$ cat config.mk
export PLATFORM = sky130hd
export DESIGN_NAME = two_pole_bandpass_filter_unit
export DESIGN_NICKNAME = d
export VERILOG_FILES = /design/src/hdl/tbpf_pkg.sv /design/src/hdl/tbpf_mul.sv /design/src/hdl/two_pole_bandpass_filter_unit.sv
export SDC_FILE = /design/constraint.sdc
export NUM_CORES = 2
export LEC_CHECK = 0
export BUFFER_PORTS_ARGS = -buffer_cell sky130_fd_sc_hd__buf_2
export CAP_MARGIN = 25
export CELL_PAD_IN_SITES_DETAIL_PLACEMENT = 1
export CELL_PAD_IN_SITES_GLOBAL_PLACEMENT = 1
export CORE_MARGIN = 1.5
export CORE_UTILIZATION = 53
export DETAILED_ROUTE_END_ITERATION = 10
export GPL_ROUTABILITY_DRIVEN = 0
export GPL_TIMING_DRIVEN = 0
export PLACE_DENSITY = 0.87
export SLEW_MARGIN = 25
export SYNTH_ARGS = -nofsm -noshare
export SYNTH_HDL_FRONTEND = slang
export SYNTH_SLANG_ARGS = --single-unit
$ cat constraint.sdc
create_clock -name clk -period 29.2 [get_ports clk]
set_input_delay 1.46 -clock clk [delete_from_list [all_inputs] [get_ports clk]]
set_output_delay 1.46 -clock clk [all_outputs]
set_load 0.005 [all_outputs]
$ cat src/hdl/tbpf_pkg.sv
package tbpf_pkg;

    // Field and state widths
    localparam int SAMPLE_WIDTH = 16;
    localparam int STATE_WIDTH  = 32;

    // Coefficient format: Q2.17
    localparam int COEF_FRAC = 17;
    localparam int FB1_W     = 20;
    localparam int FB2_W     = 18;
    localparam int GAIN_W    = 19;
    localparam int COEF_W    = FB1_W;   // widest coefficient, signed multiplier operand

    // Datapath widths
    localparam int PROD_W = COEF_W + STATE_WIDTH;   // one product
    localparam int ACC_W  = PROD_W + 1;             // sum of two products
    localparam int RND_W  = ACC_W - COEF_FRAC;      // rounded feedback sum
    localparam int TSUM_W = RND_W + 1;              // plus input sample
    localparam int ORND_W = PROD_W - COEF_FRAC;     // rounded output product

    // Configuration port
    localparam int CFG_IDX_W  = 2;
    localparam int CFG_DATA_W = FB1_W;

    localparam logic [CFG_IDX_W-1:0] REG_FEEDBACK_ONE = CFG_IDX_W'(0);
    localparam logic [CFG_IDX_W-1:0] REG_FEEDBACK_TWO = CFG_IDX_W'(1);
    localparam logic [CFG_IDX_W-1:0] REG_OUTPUT_GAIN  = CFG_IDX_W'(2);

    localparam logic [GAIN_W-1:0] GAIN_RESET = GAIN_W'(131072);

    typedef logic signed [COEF_W-1:0]      coef_t;
    typedef logic signed [STATE_WIDTH-1:0] state_t;
    typedef logic signed [PROD_W-1:0]      prod_t;

endpackage

$ cat src/hdl/tbpf_mul.sv
module tbpf_mul
    import tbpf_pkg::*;
(
    input  logic  clk,
    input  coef_t coef,
    input  state_t operand,
    output prod_t product
);

    prod_t product_reg;

    // Register the signed product of the selected operands
    always_ff @(posedge clk)
    begin
        product_reg <= prod_t'(coef) * prod_t'(operand);
    end

    assign product = product_reg;

endmodule

$ cat src/hdl/two_pole_bandpass_filter_unit.sv
// Channel   Handshake                 Payload
// input     in_valid / in_ready       sample_in  (signed Q1.15)
// output    out_valid / out_ready     sample_out (signed Q1.15, saturated)
// config    cfg_write (no handshake)  cfg_index, cfg_data
//
// Each sample passes through the sequencer from acceptance to a loaded output register:
// three products on the one shared 20x32 multiplier, a rounding and add step,
// and an output step. in_ready is high only while the sequencer is idle,
// so a new sample is not accepted until the last one has left the output step.
// A full output register that is not taken holds the sequencer in its output step.
// Reset clears both delay words and the feedback coefficients, and sets the gain to 1.0.
module two_pole_bandpass_filter_unit
    import tbpf_pkg::*;
(
    input  logic                           clk,
    input  logic                           rst_n,
    input  logic                           in_valid,
    output logic                           in_ready,
    input  logic signed [SAMPLE_WIDTH-1:0] sample_in,
    output logic                           out_valid,
    input  logic                           out_ready,
    output logic signed [SAMPLE_WIDTH-1:0] sample_out,
    input  logic                           cfg_write,
    input  logic [CFG_IDX_W-1:0]           cfg_index,
    input  logic [CFG_DATA_W-1:0]          cfg_data
);

    localparam logic [2:0] S_IDLE = 3'd0;
    localparam logic [2:0] S_MUL1 = 3'd1;
    localparam logic [2:0] S_MUL2 = 3'd2;
    localparam logic [2:0] S_SUM  = 3'd3;
    localparam logic [2:0] S_MUL3 = 3'd4;
    localparam logic [2:0] S_OUT  = 3'd5;

    localparam logic [ACC_W-1:0]  ACC_HALF  = ACC_W'(1) << (COEF_FRAC - 1);
    localparam logic [PROD_W-1:0] PROD_HALF = PROD_W'(1) << (COEF_FRAC - 1);

    logic [2:0]                     state_reg, state_next;
    logic signed [FB1_W-1:0]        fb1_reg;
    logic signed [FB2_W-1:0]        fb2_reg;
    logic [GAIN_W-1:0]              gain_reg;
    state_t                         delay_one_reg, delay_two_reg;
    state_t                         t_reg;
    logic signed [SAMPLE_WIDTH-1:0] x_reg;
    logic signed [ACC_W-1:0]        acc_reg;
    logic                           out_valid_reg;
    logic signed [SAMPLE_WIDTH-1:0] out_data_reg;

    coef_t                          mul_coef;
    state_t                         mul_operand;
    prod_t                          product;

    logic signed [ACC_W-1:0]        fb_sum;
    logic signed [RND_W-1:0]        fb_rnd;
    logic signed [TSUM_W-1:0]       t_sum;
    state_t                         t_next;
    logic signed [PROD_W-1:0]       out_sum;
    logic signed [ORND_W-1:0]       out_rnd;
    logic signed [SAMPLE_WIDTH-1:0] out_next;
    logic                           in_beat;
    logic                           out_free;

    assign in_ready  = (state_reg == S_IDLE);
    assign in_beat   = in_valid && in_ready;
    assign out_free  = !out_valid_reg || out_ready;
    assign out_valid = out_valid_reg;
    assign sample_out = out_data_reg;

    // Select multiplier operands for the current step; hold the gain product while
    // the output step waits
    always_comb
    begin
        mul_coef    = coef_t'(fb1_reg);
        mul_operand = delay_one_reg;
        unique case (state_reg)
            S_MUL2:
            begin
                mul_coef    = coef_t'(fb2_reg);
                mul_operand = delay_two_reg;
            end
            S_MUL3, S_OUT:
            begin
                mul_coef    = coef_t'({1'b0, gain_reg});
                mul_operand = t_reg;
            end
            default:
            begin
                mul_coef    = coef_t'(fb1_reg);
                mul_operand = delay_one_reg;
            end
        endcase
    end

    tbpf_mul u_mul
    (
        .clk     (clk),
        .coef    (mul_coef),
        .operand (mul_operand),
        .product (product)
    );

    // Round the feedback sum once, add the sample, saturate to state width
    always_comb
    begin
        fb_sum = acc_reg + {product[PROD_W-1], product} + ACC_HALF;
        fb_rnd = fb_sum[ACC_W-1:COEF_FRAC];
        t_sum  = {fb_rnd[RND_W-1], fb_rnd}
               + {{(TSUM_W-SAMPLE_WIDTH){x_reg[SAMPLE_WIDTH-1]}}, x_reg};
        if ((t_sum[TSUM_W-1:STATE_WIDTH-1] == '0) || (t_sum[TSUM_W-1:STATE_WIDTH-1] == '1))
        begin
            t_next = t_sum[STATE_WIDTH-1:0];
        end
        else if (t_sum[TSUM_W-1])
        begin
            t_next = {1'b1, {(STATE_WIDTH-1){1'b0}}};
        end
        else
        begin
            t_next = {1'b0, {(STATE_WIDTH-1){1'b1}}};
        end
    end

    // Round the gain product, saturate to sample width
    always_comb
    begin
        out_sum = product + PROD_HALF;
        out_rnd = out_sum[PROD_W-1:COEF_FRAC];
        if ((out_rnd[ORND_W-1:SAMPLE_WIDTH-1] == '0) || (out_rnd[ORND_W-1:SAMPLE_WIDTH-1] == '1))
        begin
            out_next = out_rnd[SAMPLE_WIDTH-1:0];
        end
        else if (out_rnd[ORND_W-1])
        begin
            out_next = {1'b1, {(SAMPLE_WIDTH-1){1'b0}}};
        end
        else
        begin
            out_next = {1'b0, {(SAMPLE_WIDTH-1){1'b1}}};
        end
    end

    // Advance the sequencer
    always_comb
    begin
        state_next = state_reg;
        unique case (state_reg)
            S_IDLE: if (in_beat) state_next = S_MUL1;
            S_MUL1: state_next = S_MUL2;
            S_MUL2: state_next = S_SUM;
            S_SUM:  state_next = S_MUL3;
            S_MUL3: state_next = S_OUT;
            S_OUT:  if (out_free) state_next = S_IDLE;
            default: state_next = S_IDLE;
        endcase
    end

    // Control state, coefficients and delay line
    always_ff @(posedge clk or negedge rst_n)
    begin
        if (!rst_n)
        begin
            state_reg     <= S_IDLE;
            fb1_reg       <= '0;
            fb2_reg       <= '0;
            gain_reg      <= GAIN_RESET;
            delay_one_reg <= '0;
            delay_two_reg <= '0;
            out_valid_reg <= 1'b0;
        end
        else
        begin
            state_reg <= state_next;
            if (cfg_write)
            begin
                unique case (cfg_index)
                    REG_FEEDBACK_ONE: fb1_reg  <= cfg_data[FB1_W-1:0];
                    REG_FEEDBACK_TWO: fb2_reg  <= cfg_data[FB2_W-1:0];
                    REG_OUTPUT_GAIN:  gain_reg <= cfg_data[GAIN_W-1:0];
                    default:          ;
                endcase
            end
            if (state_reg == S_SUM)
            begin
                delay_two_reg <= delay_one_reg;
                delay_one_reg <= t_next;
            end
            if ((state_reg == S_OUT) && out_free)
            begin
                out_valid_reg <= 1'b1;
            end
            else if (out_ready)
            begin
                out_valid_reg <= 1'b0;
            end
        end
    end

    // Payload registers
    always_ff @(posedge clk)
    begin
        if (in_beat)
        begin
            x_reg <= sample_in;
        end
        if (state_reg == S_MUL2)
        begin
            acc_reg <= {product[PROD_W-1], product};
        end
        if (state_reg == S_SUM)
        begin
            t_reg <= t_next;
        end
        if ((state_reg == S_OUT) && out_free)
        begin
            out_data_reg <= out_next;
        end
    end

    // Checks
    a_accept_starts: assert property (@(posedge clk) disable iff (!rst_n)
        in_beat |=> (state_reg == S_MUL1))
        else $error("accepted beat did not start the sequencer");

    a_busy_not_ready: assert property (@(posedge clk) disable iff (!rst_n)
        (state_reg != S_IDLE) |-> !in_ready)
        else $error("ready while sequencer busy");

    a_delay_shift: assert property (@(posedge clk) disable iff (!rst_n)
        (state_reg == S_SUM) |=> (delay_two_reg == $past(delay_one_reg)))
        else $error("delay line did not shift");

    a_out_hold: assert property (@(posedge clk) disable iff (!rst_n)
        ((state_reg == S_OUT) && out_valid_reg && !out_ready) |=>
        ((state_reg == S_OUT) && $stable(out_data_reg)))
        else $error("pending result overwritten");

endmodule
### Word level (Yosys, flattened, before mapping)

Cells that the tools add are included.

| operators by class | value |
|---|---|
| add/sub/neg operators | 4 |
| multipliers | 1 |
| equal/unequal tests | 11 |
| mux-type cells | 11 |
| reduce and logical (&&, ||, !) cells | 16 |

Operators with widths:

| kind | count |
|---|---|
| two-way mux 32 bit | 2 |
| one-hot mux 32 bit (2 select lines) | 1 |
| adder 52 x 52 -> 53 bit | 1 |
| adder 53 x 17 -> 53 bit (second input constant) | 1 |
| adder 52 x 17 -> 52 bit (second input constant) | 1 |
| multiplier 20 x 32 -> 52 bit | 1 |
| one-hot mux 20 bit (2 select lines) | 1 |
| adder 36 x 16 -> 37 bit | 1 |
| two-way mux 16 bit | 2 |
| equality test 20 bit (second input constant) | 1 |
| logical NOT 20 bit | 1 |
| one-hot mux 3 bit (6 select lines) | 1 |
| AND reduction 2 bit | 4 |
| equality test 3 x 2 -> 1 bit (second input constant) | 2 |
| equality test 3 bit (second input constant) | 2 |
| equality test 6 bit (second input constant) | 1 |
| logical NOT 6 bit | 1 |
| two-way mux 3 bit | 2 |
| equality test 3 x 1 -> 1 bit (second input constant) | 1 |
| logical NOT 3 bit | 1 |
| logical OR 1 bit | 3 |
| equality test 2 x 1 -> 1 bit (second input constant) | 1 |
| equality test 2 bit (second input constant) | 1 |
| logical AND 1 bit | 2 |
| other kinds (7) | 8 |

| storage, ports and cells | value |
|---|---|
| bits in registers | 293 |

### Depth between registers and ports, before layout

| depth | value |
|---|---|
| word-level depth | 6 |
| mapped depth | 32 |
| gate-level depth less buffers | 29 |

### Hierarchy

Synthesis repeated with hierarchy kept, for this count alone.

| second synthesis, totals | value |
|---|---|
| cells, all modules | 4,224 |
| area, all modules | 39,321.5 um^2 |

Modules (own cells, without submodules):

| module | instances | cells each | area each (um^2) |
|---|---|---|---|
| tbpf_mul | 1 | 2,642 | 24,078.1 |
| two_pole_bandpass_filter_unit | 1 | 1,582 | 15,243.4 |

### Least setup slack after synthesis

Ideal clock, no wire load.

| timing | value |
|---|---|
| path kind | reg-to-reg |
| start | reg state_reg[0] |
| end | reg u_mul.product_reg[51] (netlist: u_mul.product[51]) |
| arrival | 9.860 ns |
| data required time | 29.128 ns |
| slack | 19.268 ns |
| stages on the path, launching flop included | 30 |
| buffers on the path | 4 |
| period minus slack after synthesis | 9.932 ns |
| path through | dfrtp_1 -> clkbuf_1 -> nor3b_1 -> clkbuf_1 -> buf_1 -> a221oi_1 -> nor2_1 -> fa_1 -> fa_1 -> inv_1 -> fa_1 -> inv_1 -> fa_1 -> fa_1 -> fa_1 -> inv_1 -> fa_1 -> inv_1 -> ha_1 -> buf_2 -> a2111oi_0 -> o21a_1 -> a21oi_1 -> a311o_1 -> a221oi_1 -> nor3_1 -> or4b_1 -> a21bo_1 -> a21oi_2 -> xnor2_1 |

| on the way | value |
|---|---|
| longest elaborated chain between the ends | 4 |

RTL lines:

| element | RTL line | source |
|---|---|---|
| start: declaration | two_pole_bandpass_filter_unit.sv:38 | `logic [2:0] state_reg, state_next;` |
| start signal: assignment | two_pole_bandpass_filter_unit.sv:172 | `state_reg <= state_next;` |
| equality test 3 bit | two_pole_bandpass_filter_unit.sv:75 | `unique case (state_reg)` |
| OR reduction 2 bit | two_pole_bandpass_filter_unit.sv:75 |  |
| one-hot mux 20 bit (2 select lines) / one-hot mux 32 bit (2 select lines) (equally long branches) | two_pole_bandpass_filter_unit.sv:75 |  |
| multiplier 20 x 32 -> 52 bit (*) | tbpf_mul.sv:15 | `product_reg <= prod_t'(coef) * prod_t'(operand);` |
| end signal: assignment | tbpf_mul.sv:15 |  |
| end: declaration | tbpf_mul.sv:10 | `prod_t product_reg;` |

Every way passes the cells marked *; elsewhere a longest branch is shown, timed or not.
A chain may end at the register's enable or synchronous reset.

### Final worst setup path

Ends and elaborated chain as after synthesis.

==> flow_summary.toml <==
[setup_path]
crit_slowest_cell = "clkbuf_1"
critPathLaunchType = "register"
worst_path_most_repeated_cell = "fa_1"
cpPeakStageDelay_ps = 920
crit_path_start = "state_reg[0]$_DFFE_PN0P_"
cp-endpoint = "u_mul.product[51]$_DFF_P_"
r2r_cells = 30
r2r_start = "state_reg[0]$_DFFE_PN0P_"
rr_endpoint = "u_mul.product[51]$_DFF_P_"
critPathCaptureType = "register"
path_max_fanout = 10
arrival_ps = 12780
path_class = "register to register"
r2r_slack_ps = 16890
crit_required_ps = 29670

[yosys]
synth_seq_area_share = 0.199
synth_common_cells = "inv_1 (704), fa_1 (637), nand2_1 (519)"
yosysMostFrequentCell = "inv_1"
syn_area_per_cell_um2 = 9.40
syn-cell-area_um2 = 38400
synth_compound_area_frac = 0.108
yosysTopAreaCell = "fa_1"
synth_top_family_by_area = "adder cells"
synth.distinct_cells = 92
ys_warn_count = 0
syn_inst = 4086
synth_edf_count = 116
synthAdderAreaFrac = 0.419
ys.flop_type = "dfrtp_1"
synth_area_leaders = "fa_1 (33%), edfxtp_1 (9.1%), ha_1 (8.8%)"
yosys.area_share.simple = 0.135
ys_ff_latch = 293
synthMuxAreaShare = 0.0181
synthArstFlopShare = 0.427
synth_top_area_share = 0.332
synth_xor_area_frac = 0.0331
syn_nets = 5035

[clocking]
cts_resized = 0
cts.sink_count = 293
cts.path.max_buffers = 3
cts_setup_buffers = 0
clock_latency_ps = 570
numCtsBuffers = 34
htree_num_levels = 2
cts.clk_slew.worst_paths_ps = 60
clock-root-buffer = "clkbuf_16"
cts_hold_buf = 0
cts_tree = "done"

[timing]
finalHoldViolCount = 0
tightest_slew_ps = 1170
grt_setup_unrepaired = "no"
min_period_over_period = 0.422
final-max-slew-violation-count = 0
fmax_ghz = 0.0812
finalSetupTns_ps = 0
post-route-min-period_ps = 12310
setup_viol_count_final = 0
slew_headroom = 0.223
finClkSkew_ps = 43.7

[global_route]
grt_pass1_wl_um = 225000
antenna_found_initial = 9
grt_max_degree = 90
grt.total_usage = 0.405
grt_pass1_vias = 37000
grt-ovfl-total = 0

[drt]
wl_met2_um = 68100
wl_per_cell_um = 28.3
dr_wl_met3_um = 14700
detail_route.first_pass.iterations = 8
met1Wirelength_um = 51300
wirelength_um = 147000
drt_iter0_drc = 3294
vias = 32800
drc = 0
vias_per_cell = 6.31
highest_layer = "met5"
ant_nets = 0

[flow_run]
drv_cap = 0

[outcome]
status = "finished, final reports clean"

[min_path]
hold_class = "register to register"

[floorplanning]
die_x_um = 272
die_y_um = 272
initial_core_util = 0.537
core_um2 = 71600
dieArea_um2 = 74100
rows = 98
io-pin-count = 61

[cells_and_area]
layout.nets = 5165
drive_above_1_share = 0.0728
area_delta_synth_final_pct = 8.81

[placed_design]
io_buffers = 60
hpwl_um = 116000
## logic make-up after synthesis
kind of cell               count (synthesis)
AOI/OAI and AO/OA                        587
xor gates and xnor gates                 145
adders and majority gates                906
buffers and inverters                    886
DFF                                      293
muxes                                     62
and+or+nand+nor                         1207
## cell type report
| class | count | area, µm² |
|---|---|---|
| clock buffers | 47 | 1000 |
| repair buffers | 94 | 714 |
| clock inverters | 15 | 95.1 |
| plain buffers | 180 | 738 |
| fillers | 8196 | 29800 |
| well taps | 950 | 1190 |
| diodes | 6 | 15.0 |
| inverters | 706 | 2650 |
| flip-flops and latches | 293 | 7650 |
| multi-input cells | 2907 | 27700 |
## worst min-delay path by stage
stage | startpoint | cells past startpoint | slack [ps] | to
after floorplan | u_mul.product[51]$_DFF_P_ | 0 | 410 | acc_reg[51]$_DFFE_PN_
after global placement | u_mul.product[51]$_DFF_P_ | 0 | 410 | acc_reg[51]$_DFFE_PN_
after detailed placement | u_mul.product[15]$_DFF_P_ | 0 | 420 | acc_reg[15]$_DFFE_PN_
after CTS | u_mul.product[4]$_DFF_P_ | 0 | 440 | acc_reg[4]$_DFFE_PN_
after global routing | u_mul.product[51]$_DFF_P_ | 0 | 450 | acc_reg[51]$_DFFE_PN_
final | u_mul.product[4]$_DFF_P_ | 0 | 440 | acc_reg[4]$_DFFE_PN_
## routing by layer
layer,vias to the layer above,track usage
met2,2002,0.649
li1,13400,-
met4,8,0.292
met1,16600,0.470
met5,-,0
met3,784,0.110
## placed cells by master, fill, tap and decap left out, drive strengths merged, types with 26 or more instances in the layout
master    n
a21o     57
a21oi   148
a221o    69
a221oi   46
and2     59
buf     113
clkbuf  205
dfrtp   124
dfxtp    52
edfxtp  116
fa      637
ha      269
inv     709
mux2     59
nand2   519
nand3    40
nand4    26
nor2    447
o21ai   113
xnor2    93
xor2     52
## worst max-delay path, delay by kind of cell (launching register included)
| family | cells | cell delay [ps] |
|---|---|---|
| xor+xnor | 1 | 130 |
| flops | 1 | 360 |
| buf+inv | 8 | 3090 |
| fa+ha+maj | 8 | 3890 |
| simple gates | 5 | 2170 |
| compound gates | 8 | 2540 |
## metrics by stage
| stage | setup slack, ps | util | hold WS, ps | std cells | cell area, µm² |
|---|---|---|---|---|---|
| final | 16890 | 0.584 | 444 | 5198 | 41800 |
| after detailed placement | 17670 | 0.568 | 421 | 5130 | 40700 |
| after global placement | 14390 | 0.557 | 412 | 5096 | 39900 |
| after CTS | 17500 | 0.584 | 440 | 5192 | 41800 |
| after floorplan | 19270 | - | 408 | 4086 | 38400 |
| after global routing | 16920 | 0.584 | 446 | 5192 | 41800 |
Power is not shown: default switching activity piles up to over one toggle a cycle in this logic, so the estimate is an artifact.
